File: src/hw/rtl/response_frame_receiver_defines.svh
// assertion macros shared by the response frame receiver rtl
`ifndef RESPONSE_FRAME_RECEIVER_DEFINES_SVH
`define RESPONSE_FRAME_RECEIVER_DEFINES_SVH

// same-cycle implication, checked outside reset
`define RFR_ASSERT_NOW(label, clk, rst_n, ante, cons) \
	label: assert property (@(posedge clk) disable iff (!rst_n) (ante) |-> (cons)) \
		else $error("rfr assertion failed");

// next-cycle implication, checked outside reset
`define RFR_ASSERT_NEXT(label, clk, rst_n, ante, cons) \
	label: assert property (@(posedge clk) disable iff (!rst_n) (ante) |=> (cons)) \
		else $error("rfr assertion failed");

`endif

File: src/hw/rtl/rfr_pkg.sv
// types, codes and constants of the response frame receiver
`timescale 1ns / 1ps
package rfr_pkg;

	// command codes of an input item
	localparam logic [1:0] CMD_BYTE  = 2'd0;
	localparam logic [1:0] CMD_TICK  = 2'd1;
	localparam logic [1:0] CMD_START = 2'd2;
	localparam logic [1:0] CMD_NONE  = 2'd3;

	// result kinds
	localparam logic KIND_PAYLOAD = 1'b0;
	localparam logic KIND_FINISH  = 1'b1;

	// finish status codes
	localparam logic [2:0] ST_OK       = 3'd0;
	localparam logic [2:0] ST_TIMEOUT  = 3'd1;
	localparam logic [2:0] ST_LEN_ERR  = 3'd2;
	localparam logic [2:0] ST_HDR_SUM  = 3'd3;
	localparam logic [2:0] ST_DATA_SUM = 3'd4;

	// configuration register indexes
	localparam logic [1:0] CFG_FIRST_TIMEOUT = 2'd0;
	localparam logic [1:0] CFG_BYTE_TIMEOUT  = 2'd1;
	localparam logic [1:0] CFG_MAX_LENGTH    = 2'd2;

	localparam logic [7:0] FIRST_TIMEOUT_RST = 8'd50;
	localparam logic [7:0] BYTE_TIMEOUT_RST  = 8'd10;
	localparam logic [7:0] MAX_LENGTH_RST    = 8'd141;

	localparam int HEADER_LEN_DEF = 8;

	// body layout: fixed part, then payload, then checksum
	localparam logic [7:0] FIXED_PART    = 8'd11;
	localparam logic [3:0] CMD_HI_IDX    = 4'd4;
	localparam logic [3:0] CMD_LO_IDX    = 4'd5;
	localparam logic [3:0] ERR_FIRST_IDX = 4'd6;
	localparam logic [3:0] ERR_LAST_IDX  = 4'd9;
	localparam logic [3:0] PAYLOAD_IDX   = 4'd10;

	typedef enum logic [2:0] {
		PH_IDLE,
		PH_HUNT,
		PH_LEN_HI,
		PH_LEN_LO,
		PH_HDR_SUM,
		PH_BODY
	} phase_t;

	typedef struct packed {
		logic [1:0] cmd;
		logic [7:0] rx_byte;
	} rx_item_t;

	typedef struct packed {
		logic        kind;
		logic [7:0]  data_byte;
		logic [2:0]  status;
		logic [7:0]  command_high;
		logic [7:0]  command_low;
		logic [31:0] module_error;
		logic [7:0]  payload_count;
	} res_item_t;

	typedef struct packed {
		logic [7:0] first_timeout;
		logic [7:0] byte_timeout;
		logic [7:0] max_frame_length;
	} cfg_t;

	// sync header byte at a given position
	function automatic logic [7:0] sync_byte(input logic [2:0] pos);
		logic [7:0] b;
		case (pos)
			3'd0: b = 8'hF1;
			3'd1: b = 8'h1F;
			3'd2: b = 8'hE2;
			3'd3: b = 8'h2E;
			3'd4: b = 8'hB6;
			3'd5: b = 8'h6B;
			3'd6: b = 8'hA8;
			3'd7: b = 8'h8A;
			default: b = 8'h00;
		endcase
		return b;
	endfunction

endpackage

File: src/hw/rtl/rfr_cfg_regs.sv
// configuration registers of the response frame receiver
`timescale 1ns / 1ps
module rfr_cfg_regs import rfr_pkg::*; (
	input  logic       clk,
	input  logic       arst_n,
	input  logic       cfg_we,
	input  logic [1:0] cfg_index,
	input  logic [7:0] cfg_wdata,
	output cfg_t       cfg
);

	cfg_t cfg_q;

	always_ff @(posedge clk or negedge arst_n) begin
		if (!arst_n) begin
			cfg_q.first_timeout    <= FIRST_TIMEOUT_RST;
			cfg_q.byte_timeout     <= BYTE_TIMEOUT_RST;
			cfg_q.max_frame_length <= MAX_LENGTH_RST;
		end else if (cfg_we) begin
			case (cfg_index)
				CFG_FIRST_TIMEOUT: cfg_q.first_timeout    <= cfg_wdata;
				CFG_BYTE_TIMEOUT:  cfg_q.byte_timeout     <= cfg_wdata;
				CFG_MAX_LENGTH:    cfg_q.max_frame_length <= cfg_wdata;
				default: ;
			endcase
		end
	end

	assign cfg = cfg_q;

endmodule

File: src/hw/rtl/rfr_deframer.sv
// frame state and single-pass step logic of the response frame receiver
`timescale 1ns / 1ps
module rfr_deframer import rfr_pkg::*; #(
	parameter int HEADER_LEN = HEADER_LEN_DEF
) (
	input  logic      clk,
	input  logic      arst_n,
	input  logic      step,
	input  rx_item_t  item,
	input  cfg_t      cfg,
	output logic      res_fire,
	output res_item_t res
);

	localparam int HPOS_W = $clog2(HEADER_LEN + 1);
	localparam logic [HPOS_W-1:0] HDR_LAST = HPOS_W'(HEADER_LEN - 1);

	phase_t            phase_q, phase_d;
	logic [HPOS_W-1:0] hpos_q, hpos_d;
	logic [7:0]        sum_q, sum_d;
	logic [7:0]        rem_q, rem_d;
	logic [3:0]        bidx_q, bidx_d;
	logic [7:0]        idle_q, idle_d;
	logic              seen_q, seen_d;
	logic [7:0]        cmd_hi_q, cmd_hi_d;
	logic [7:0]        cmd_lo_q, cmd_lo_d;
	logic [31:0]       err_q, err_d;
	logic [7:0]        flen_q, flen_d;

	logic [7:0] b;
	logic [7:0] sum_add;
	logic [7:0] idle_inc;
	logic [7:0] limit;
	logic [7:0] rem_dec;
	logic       timeout_hit;
	logic       len_bad;
	logic       hdr_match;

	assign b           = item.rx_byte;
	assign sum_add     = sum_q + b;
	assign idle_inc    = (idle_q == 8'hFF) ? idle_q : idle_q + 8'd1;
	assign limit       = seen_q ? cfg.byte_timeout : cfg.first_timeout;
	assign timeout_hit = idle_inc >= limit;
	assign rem_dec     = (rem_q != 8'd0) ? rem_q - 8'd1 : rem_q;
	assign len_bad     = (b < FIXED_PART) || (b > cfg.max_frame_length);
	assign hdr_match   = b == sync_byte(3'(hpos_q));

	// next state
	always_comb begin
		phase_d  = phase_q;
		hpos_d   = hpos_q;
		sum_d    = sum_q;
		rem_d    = rem_q;
		bidx_d   = bidx_q;
		idle_d   = idle_q;
		seen_d   = seen_q;
		cmd_hi_d = cmd_hi_q;
		cmd_lo_d = cmd_lo_q;
		err_d    = err_q;
		flen_d   = flen_q;
		if (item.cmd == CMD_START) begin
			phase_d  = PH_HUNT;
			hpos_d   = '0;
			sum_d    = '0;
			rem_d    = '0;
			bidx_d   = '0;
			idle_d   = '0;
			seen_d   = 1'b0;
			cmd_hi_d = '0;
			cmd_lo_d = '0;
			err_d    = '0;
			flen_d   = '0;
		end else if (item.cmd == CMD_NONE || phase_q == PH_IDLE) begin
			phase_d = phase_q;
		end else if (item.cmd == CMD_TICK) begin
			idle_d = idle_inc;
			if (timeout_hit)
				phase_d = PH_IDLE;
		end else begin
			idle_d = '0;
			seen_d = 1'b1;
			case (phase_q)
				PH_HUNT: begin
					if (hdr_match) begin
						sum_d  = sum_add;
						hpos_d = hpos_q + HPOS_W'(1);
						if (hpos_q == HDR_LAST)
							phase_d = PH_LEN_HI;
					end else begin
						sum_d  = '0;
						hpos_d = '0;
					end
				end
				PH_LEN_HI: begin
					sum_d   = sum_add;
					phase_d = (b != 8'd0) ? PH_IDLE : PH_LEN_LO;
				end
				PH_LEN_LO: begin
					sum_d = sum_add;
					if (len_bad) begin
						phase_d = PH_IDLE;
					end else begin
						flen_d  = b;
						phase_d = PH_HDR_SUM;
					end
				end
				PH_HDR_SUM: begin
					if (sum_add != 8'd0) begin
						sum_d   = sum_add;
						phase_d = PH_IDLE;
					end else begin
						sum_d   = '0;
						bidx_d  = '0;
						rem_d   = flen_q;
						phase_d = PH_BODY;
					end
				end
				PH_BODY: begin
					sum_d = sum_add;
					rem_d = rem_dec;
					if (bidx_q == CMD_HI_IDX)
						cmd_hi_d = b;
					else if (bidx_q == CMD_LO_IDX)
						cmd_lo_d = b;
					else if (bidx_q inside {[ERR_FIRST_IDX:ERR_LAST_IDX]})
						err_d = {err_q[23:0], b};
					if (bidx_q < PAYLOAD_IDX)
						bidx_d = bidx_q + 4'd1;
					if (rem_dec == 8'd0)
						phase_d = PH_IDLE;
				end
				default: ;
			endcase
		end
	end

	// result of this step
	always_comb begin
		res_fire = 1'b0;
		res      = '0;
		if (item.cmd == CMD_TICK && phase_q != PH_IDLE) begin
			if (timeout_hit) begin
				res_fire   = 1'b1;
				res.kind   = KIND_FINISH;
				res.status = ST_TIMEOUT;
			end
		end else if (item.cmd == CMD_BYTE) begin
			case (phase_q)
				PH_LEN_HI: begin
					if (b != 8'd0) begin
						res_fire   = 1'b1;
						res.kind   = KIND_FINISH;
						res.status = ST_LEN_ERR;
					end
				end
				PH_LEN_LO: begin
					if (len_bad) begin
						res_fire   = 1'b1;
						res.kind   = KIND_FINISH;
						res.status = ST_LEN_ERR;
					end
				end
				PH_HDR_SUM: begin
					if (sum_add != 8'd0) begin
						res_fire   = 1'b1;
						res.kind   = KIND_FINISH;
						res.status = ST_HDR_SUM;
					end
				end
				PH_BODY: begin
					if (rem_dec == 8'd0) begin
						res_fire          = 1'b1;
						res.kind          = KIND_FINISH;
						res.status        = (sum_add == 8'd0) ? ST_OK : ST_DATA_SUM;
						res.command_high  = cmd_hi_q;
						res.command_low   = cmd_lo_q;
						res.module_error  = err_q;
						res.payload_count = flen_q - FIXED_PART;
					end else if (bidx_q >= PAYLOAD_IDX) begin
						res_fire      = 1'b1;
						res.kind      = KIND_PAYLOAD;
						res.data_byte = b;
					end
				end
				default: ;
			endcase
		end
	end

	always_ff @(posedge clk or negedge arst_n) begin
		if (!arst_n) begin
			phase_q  <= PH_IDLE;
			hpos_q   <= '0;
			sum_q    <= '0;
			rem_q    <= '0;
			bidx_q   <= '0;
			idle_q   <= '0;
			seen_q   <= 1'b0;
			cmd_hi_q <= '0;
			cmd_lo_q <= '0;
			err_q    <= '0;
			flen_q   <= '0;
		end else if (step) begin
			phase_q  <= phase_d;
			hpos_q   <= hpos_d;
			sum_q    <= sum_d;
			rem_q    <= rem_d;
			bidx_q   <= bidx_d;
			idle_q   <= idle_d;
			seen_q   <= seen_d;
			cmd_hi_q <= cmd_hi_d;
			cmd_lo_q <= cmd_lo_d;
			err_q    <= err_d;
			flen_q   <= flen_d;
		end
	end

endmodule

File: src/hw/rtl/response_frame_receiver.sv
// top level of the response frame receiver
`timescale 1ns / 1ps
// response frame receiver: after a start command it hunts for the sync header,
// checks the length bytes and the header checksum, then takes the body and
// emits each payload byte as it arrives, closing a frame that ends or fails
// with one finish item that carries status and, for a frame that completes,
// command, module error and payload count; a new start drops a frame without
// one. idle ticks drive the first-byte and between-byte timeouts. one item is
// taken per clock: a transfer lands in the input register, the step logic
// works it in a single pass against the frame state, and any result goes to
// the result register, which drives the result channel. the result
// register alone sets the rate: while it holds an unclaimed result and
// the downstream side stalls, the input register keeps its item and rx_stall
// rises; otherwise rx_stall stays low. bytes and ticks outside an armed frame
// and the unused command code are absorbed without a result. configuration
// writes take effect on the next clock and are meant for an idle block.
`include "response_frame_receiver_defines.svh"
module response_frame_receiver import rfr_pkg::*; #(
	parameter int HEADER_LEN = HEADER_LEN_DEF
) (
	input  logic       clk,
	input  logic       arst_n,
	// item channel
	input  logic       rx_valid,
	output logic       rx_stall,
	input  rx_item_t   rx_item,
	// result channel
	output logic       res_valid,
	input  logic       res_stall,
	output res_item_t  res_item,
	// configuration writes
	input  logic       cfg_we,
	input  logic [1:0] cfg_index,
	input  logic [7:0] cfg_wdata
);

	cfg_t      cfg;
	rx_item_t  item_s1;
	logic      valid_s1;
	logic      advance;
	logic      step;
	logic      res_fire;
	res_item_t res_d;
	res_item_t res_q;
	logic      res_valid_q;

	// result register free or being drained this cycle
	assign advance  = !res_valid_q || !res_stall;
	assign step     = valid_s1 && advance;
	// hold the input register only when its item cannot move on
	assign rx_stall = valid_s1 && !advance;

	rfr_cfg_regs u_cfg (
		.clk       (clk),
		.arst_n    (arst_n),
		.cfg_we    (cfg_we),
		.cfg_index (cfg_index),
		.cfg_wdata (cfg_wdata),
		.cfg       (cfg)
	);

	rfr_deframer #(
		.HEADER_LEN (HEADER_LEN)
	) u_deframer (
		.clk      (clk),
		.arst_n   (arst_n),
		.step     (step),
		.item     (item_s1),
		.cfg      (cfg),
		.res_fire (res_fire),
		.res      (res_d)
	);

	// input register
	always_ff @(posedge clk or negedge arst_n) begin
		if (!arst_n) begin
			valid_s1 <= 1'b0;
		end else if (!rx_stall) begin
			valid_s1 <= rx_valid;
		end
	end

	always_ff @(posedge clk) begin
		if (!rx_stall)
			item_s1 <= rx_item;
	end

	// result register
	always_ff @(posedge clk or negedge arst_n) begin
		if (!arst_n) begin
			res_valid_q <= 1'b0;
		end else if (advance) begin
			res_valid_q <= step && res_fire;
		end
	end

	always_ff @(posedge clk) begin
		if (advance)
			res_q <= res_d;
	end

	assign res_valid = res_valid_q;
	assign res_item  = res_q;

	// stall upstream only behind a blocked, full result register
	`RFR_ASSERT_NOW(a_stall_cause, clk, arst_n, rx_stall,
		valid_s1 && res_valid_q && res_stall)
	// a payload byte never carries finish fields
	`RFR_ASSERT_NOW(a_payload_clean, clk, arst_n,
		res_valid_q && res_item.kind == KIND_PAYLOAD,
		res_item.status == ST_OK && res_item.payload_count == 8'd0)
	// a stepped item that makes a result shows it next cycle
	`RFR_ASSERT_NEXT(a_result_lands, clk, arst_n, step && res_fire, res_valid_q)

endmodule

File: config.mk
export PLATFORM = sky130hd
export DESIGN_NAME = response_frame_receiver
export DESIGN_NICKNAME = d
export VERILOG_FILES = /design/src/hw/rtl/rfr_pkg.sv /design/src/hw/rtl/rfr_cfg_regs.sv /design/src/hw/rtl/rfr_deframer.sv /design/src/hw/rtl/response_frame_receiver.sv
export VERILOG_INCLUDE_DIRS = /design/src /design/src/hw/rtl
export SDC_FILE = /design/constraint.sdc
export NUM_CORES = 1
export LEC_CHECK = 0
export ABC_AREA = 1
export BUFFER_PORTS_ARGS = -buffer_cell sky130_fd_sc_hd__buf_2
export CAP_MARGIN = 40
export CORE_UTILIZATION = 54
export CTS_BUF_LIST = sky130_fd_sc_hd__clkbuf_16
export DETAILED_ROUTE_END_ITERATION = 8
export GPL_TIMING_DRIVEN = 0
export PLACE_DENSITY = 0.88
export SLEW_MARGIN = 25
export SYNTH_ARGS = -nofsm -noshare
export SYNTH_HDL_FRONTEND = slang
export SYNTH_HIERARCHICAL = 1
export SYNTH_SLANG_ARGS = --single-unit
File: constraint.sdc
create_clock -name clk -period 2.7 [get_ports clk]
set_clock_uncertainty 0.15 [all_clocks]
set_input_delay 0.27 -clock clk [delete_from_list [all_inputs] [get_ports clk]]
set_output_delay 0.27 -clock clk [all_outputs]
set_load 0.05 [all_outputs]
==> out/qor_table.md <==
| Item | Value | Unit |
| --- | --- | --- |
| MaxCap Viol Count | 0 | - |
| Count of input and output buffers | 93 | - |
| Clock latency on the worst-skew pair | 0.45 | ns |
| Async set or reset register ratio after synthesis | 60.2 | % |
| Maximum number of pins on one net before global-route repair | 91 | - |
| Worst vdd rail ir drop | 0.000596 | V |
| Number of global-route vias before repair | 7991 | - |
| Area fraction of the dominant cell type after synthesis | 27.5 | % |
| Crit path buffers/inverters | 1 | - |
| Max Transition Viols Final | 0 | - |
| RePlAce Congestion | 0.945 | - |
| Layout cell share with drive strength beyond 1 | 21.7 | % |
| Setup CP Type | reg2reg | - |
| Transition time at the pin with the least slew margin | 0.659 | ns |
| Drt initial violations | 985 | - |
| Dominant delay contributor by cell family on the critical path | simple AND/OR/NAND/NOR gates | - |
| Fmax | 0.353 | GHz |
| DRC violations left | 0 | - |
| Data arrival time of the worst path | 3.07 | ns |
| Status | finished, violations left | - |
| HPWL after detailed placement | 16.0 | mm |
| Chip width | 138 | um |
| Unrepaired setup endpoints after global routing | yes | - |
| Nets | 1300 | - |
| Static power due to leakage | 6.09 | nW |
| Final hold vios | 0 | - |
| Total number of yosys warnings | 6 | - |
| Synth Net Count | 1142 | - |
| Worst-path clk slew | 0.08 | ns |
| Total power | 10.5 | mW |
| Critical path's largest stage delay | 0.43 | ns |
| Number of top-level pins | 95 | - |
| Largest driver fanout on the critical path | 5 | - |
| Top cells by area in the synthesized netlist | sky130_fd_sc_hd__dfrtp_1 (27%), sky130_fd_sc_hd__edfxtp_1 (24%), sky130_fd_sc_hd__nand2_1 (8.8%), sky130_fd_sc_hd__inv_1 (5.1%), sky130_fd_sc_hd__ha_1 (5.0%) | - |
| Number of enable-type register cells in the synthesized netlist | 78 | - |
| Cell seen most often among critical-path stages | sky130_fd_sc_hd__nand4_1 | - |
| Yosys top cell by area | sky130_fd_sc_hd__dfrtp_1 | - |
| Core area | 0.0180 | mm2 |
| Number of rows created at floorplan | 49 | - |
| Total number of vias | 8503 | - |
| Synthesized area divided by synthesized cell count | 9.23 | um2 |
| Final critical delay including setup and external delays | 2.83 | ns |
| Cell Area, Synth | 0.00993 | mm2 |
| Power per cell area | 874 | mW/mm2 |
| Antenna violations before repair | 0 | - |
| Buffers from clock root to sink, at most | 2 | - |
| Final cycle utilization of the critical path | 105 | % |
| CTS sink cnt | 196 | - |
| Cells along the critical path | ha_4, nand2_4, nor2_4, nand3_4, nand4_1, xor2_2, inv_2, ha_4, nand2_2, nor2_2, nand4_1, nand4_1, nand3_2, a21oi_2, nand2_1, nand2_1 | - |
| Nature of the critical path endpoint | flop | - |
| Required time of the critical path | 2.94 | ns |
| Violations in the final reports | setup timing | - |
| First-pass GRT wire length | 39.5 | mm |
| Overall track demand over capacity in global routing | 27.7 | % |
| Die outline height | 138 | um |
| CTS tree | yes | - |
| Tightest Hold Check Type | in2reg | - |
| Critical Path Source Type | flop | - |
| Gate Count Post-Synth | 1076 | - |
| Most used cells in the layout excluding fill and tap cells | sky130_fd_sc_hd__nand2_1 (226), sky130_fd_sc_hd__inv_1 (130), sky130_fd_sc_hd__dfrtp_1 (109) | - |
| Number of buffers created by CTS | 17 | - |
| Average via count per standard cell | 5.76 | - |
| Number of routed nets with antenna violations | 0 | - |
| Crit path setup slack, layout | -0.135 | ns |
| Total gr overflow | 0 | - |
| Aggregate routed wire length | 26.0 | mm |
| Leading register cell type out of synthesis | sky130_fd_sc_hd__dfrtp_1 | - |
| Effective utilization at floorplan | 55.3 | % |
| Relative slew slack | 56.0 | % |
| Highest-delay cell along the critical path | sky130_fd_sc_hd__dfrtp_1 | - |
| Placement Setup Slack | -0.287 | ns |
| DIE AREA | 0.0189 | mm2 |
| Total iterations of the first detailed-routing run | 8 | - |
| Post-synthesis sequential area ratio | 53.4 | % |
| Routed wirelength normalized by instance count | 17.6 | um |
| Buffer cell driving the clock tree root | sky130_fd_sc_hd__clkbuf_16 | - |
| Post-synthesis to final-layout area growth | 21.0 | % |
| H-tree depth | 4 | - |
| Leading cell type in the layout, fill and taps excluded | sky130_fd_sc_hd__nand2_1 | - |
| Post-synth cell types | 52 | - |
| Count of inserted antenna diode cells | 0 | - |
| Synthesized flop and latch total | 196 | - |
| Finish-stage setup viols | 3 | - |
per-stage QoR:
| stage | area (um2) | hold WS, ns | setup TNS (ns) | instances | util [%] |
|---|---|---|---|---|---|
| finish | 12000 | 0.0244 | -0.333 | 1476 | 66.9 |
| global route | 12000 | 0.00688 | -1.49 | 1476 | 66.9 |
| CTS | 11700 | 0.00256 | -0.0405 | 1463 | 65.4 |
| detailed placement | 10800 | -0.0165 | -2.22 | 1400 | 59.9 |
| global placement | 10700 | 0.296 | -29.00 | 1398 | 59.5 |
| floorplan | 9930 | -0.176 | 0 | 1076 | - |
report_power, final:
group	total [mW]	internal [mW]	leakage, nW	switching, mW
combinational	3.51	1.15	3.41	2.35
clock	2.72	1.50	0.313	1.22
sequential	4.28	3.82	2.36	0.453
total	10.5	6.48	6.09	4.03
logic make-up (layout without fill, tap and decap cells):
| family | Yosys count | count (layout) | share of synthesized area [%] |
|---|---|---|---|
| compound gates | 134 | 134 | 7.54 |
| xor+xnor | 19 | 19 | 1.68 |
| fa+ha+maj | 41 | 41 | 5.24 |
| buf+inv | 173 | 344 | 7.51 |
| flops | 196 | 196 | 53.4 |
| mux | 8 | 8 | 0.819 |
| simple gates | 505 | 505 | 23.8 |
tightest hold or removal path: cells and delay by family:
kind                   cells  cell delay (ns)
AND/OR/NAND/NOR            2             0.17
buffers and inverters      1             0.13
Yosys cell counts, types with 5 or more instances:
| master | number |
|---|---|
| sky130_fd_sc_hd__a21oi_1 | 29 |
| sky130_fd_sc_hd__buf_4 | 5 |
| sky130_fd_sc_hd__buf_6 | 9 |
| sky130_fd_sc_hd__clkbuf_1 | 10 |
| sky130_fd_sc_hd__dfrtp_1 | 109 |
| sky130_fd_sc_hd__dfstp_2 | 9 |
| sky130_fd_sc_hd__edfxtp_1 | 78 |
| sky130_fd_sc_hd__ha_1 | 40 |
| sky130_fd_sc_hd__inv_1 | 136 |
| sky130_fd_sc_hd__inv_2 | 7 |
| sky130_fd_sc_hd__mux2i_1 | 7 |
| sky130_fd_sc_hd__nand2_1 | 234 |
| sky130_fd_sc_hd__nand2_2 | 7 |
| sky130_fd_sc_hd__nand3_1 | 85 |
| sky130_fd_sc_hd__nand3b_1 | 5 |
| sky130_fd_sc_hd__nand4_1 | 27 |
| sky130_fd_sc_hd__nor2_1 | 93 |
| sky130_fd_sc_hd__nor2_2 | 13 |
| sky130_fd_sc_hd__nor2_4 | 5 |
| sky130_fd_sc_hd__nor3_1 | 17 |
| sky130_fd_sc_hd__o211ai_1 | 6 |
| sky130_fd_sc_hd__o21ai_0 | 58 |
| sky130_fd_sc_hd__o21ai_1 | 18 |
| sky130_fd_sc_hd__o22ai_1 | 12 |
| sky130_fd_sc_hd__xor2_1 | 16 |
flip-flops by register name (all words and copies together) (netlist names), 3 cells and up:
name,cells
u_deframer/phase_q,3
u_deframer/flen_q,8
u_cfg/cfg,24
u_deframer/cmd_lo_q,8
u_deframer/bidx_q,4
item_s1,10
u_deframer/idle_q,8
u_deframer/sum_q,8
u_deframer/cmd_hi_q,8
res_item,68
u_deframer/err_q,32
u_deframer/rem_q,8
u_deframer/hpos_q,4
routing by layer:
metal | vias up | global-route usage, % | share of wire, %
li1 | 3863 | - | -
met1 | 4046 | 32.8 | 36
met2 | 513 | 49.3 | 52
met3 | 81 | 5.56 | 8.5
met4 | 0 | 10.6 | 3.4
met5 | - | 0 | 0
final cells by class:
class | instances | area, um2
Buffer | 28 | 203
Inverter | 145 | 553
Tap cell | 229 | 287
Fill cell | 1292 | 5950
Clock buffer | 17 | 425
Sequential cell | 196 | 5310
Clock inverter | 15 | 219
Multi-Input combinational cell | 707 | 4100
Timing Repair Buffer | 139 | 920
what timing repair did:
| item | CTS | global route |
|---|---|---|
| cloned | 0 | 1 |
| setup buffers | 8 | 12 |
| gates resized for setup | 16 | 44 |
| hold buffers | 23 | 0 |
| pin swaps | 12 | 26 |
| hold endpoints to repair | 144 | 0 |
| endpoints found under the setup margin | 17 | 66 |
final timing paths:
| kind | start | to | slack [ns] | cells after the start |
|---|---|---|---|---|
| worst min-delay path | cfg_we | u_cfg/cfg[15] | 0.02 | 3 |
| worst max register to register | u_deframer/idle_q[1] | u_deframer/phase_q[2] | -0.13 | 16 |
| max in group asynchronous | arst_n | u_cfg/cfg[9] | 1.54 | 3 |
| worst max-delay path | u_deframer/idle_q[1] | u_deframer/phase_q[2] | -0.13 | 16 |
| min in group asynchronous | arst_n | u_deframer/err_q[12] | 0.12 | 2 |
| worst min register to register | u_cfg/cfg[11] | u_cfg/cfg[11] | 0.32 | 2 |
Note: power is estimated with default switching activity, not from simulation.
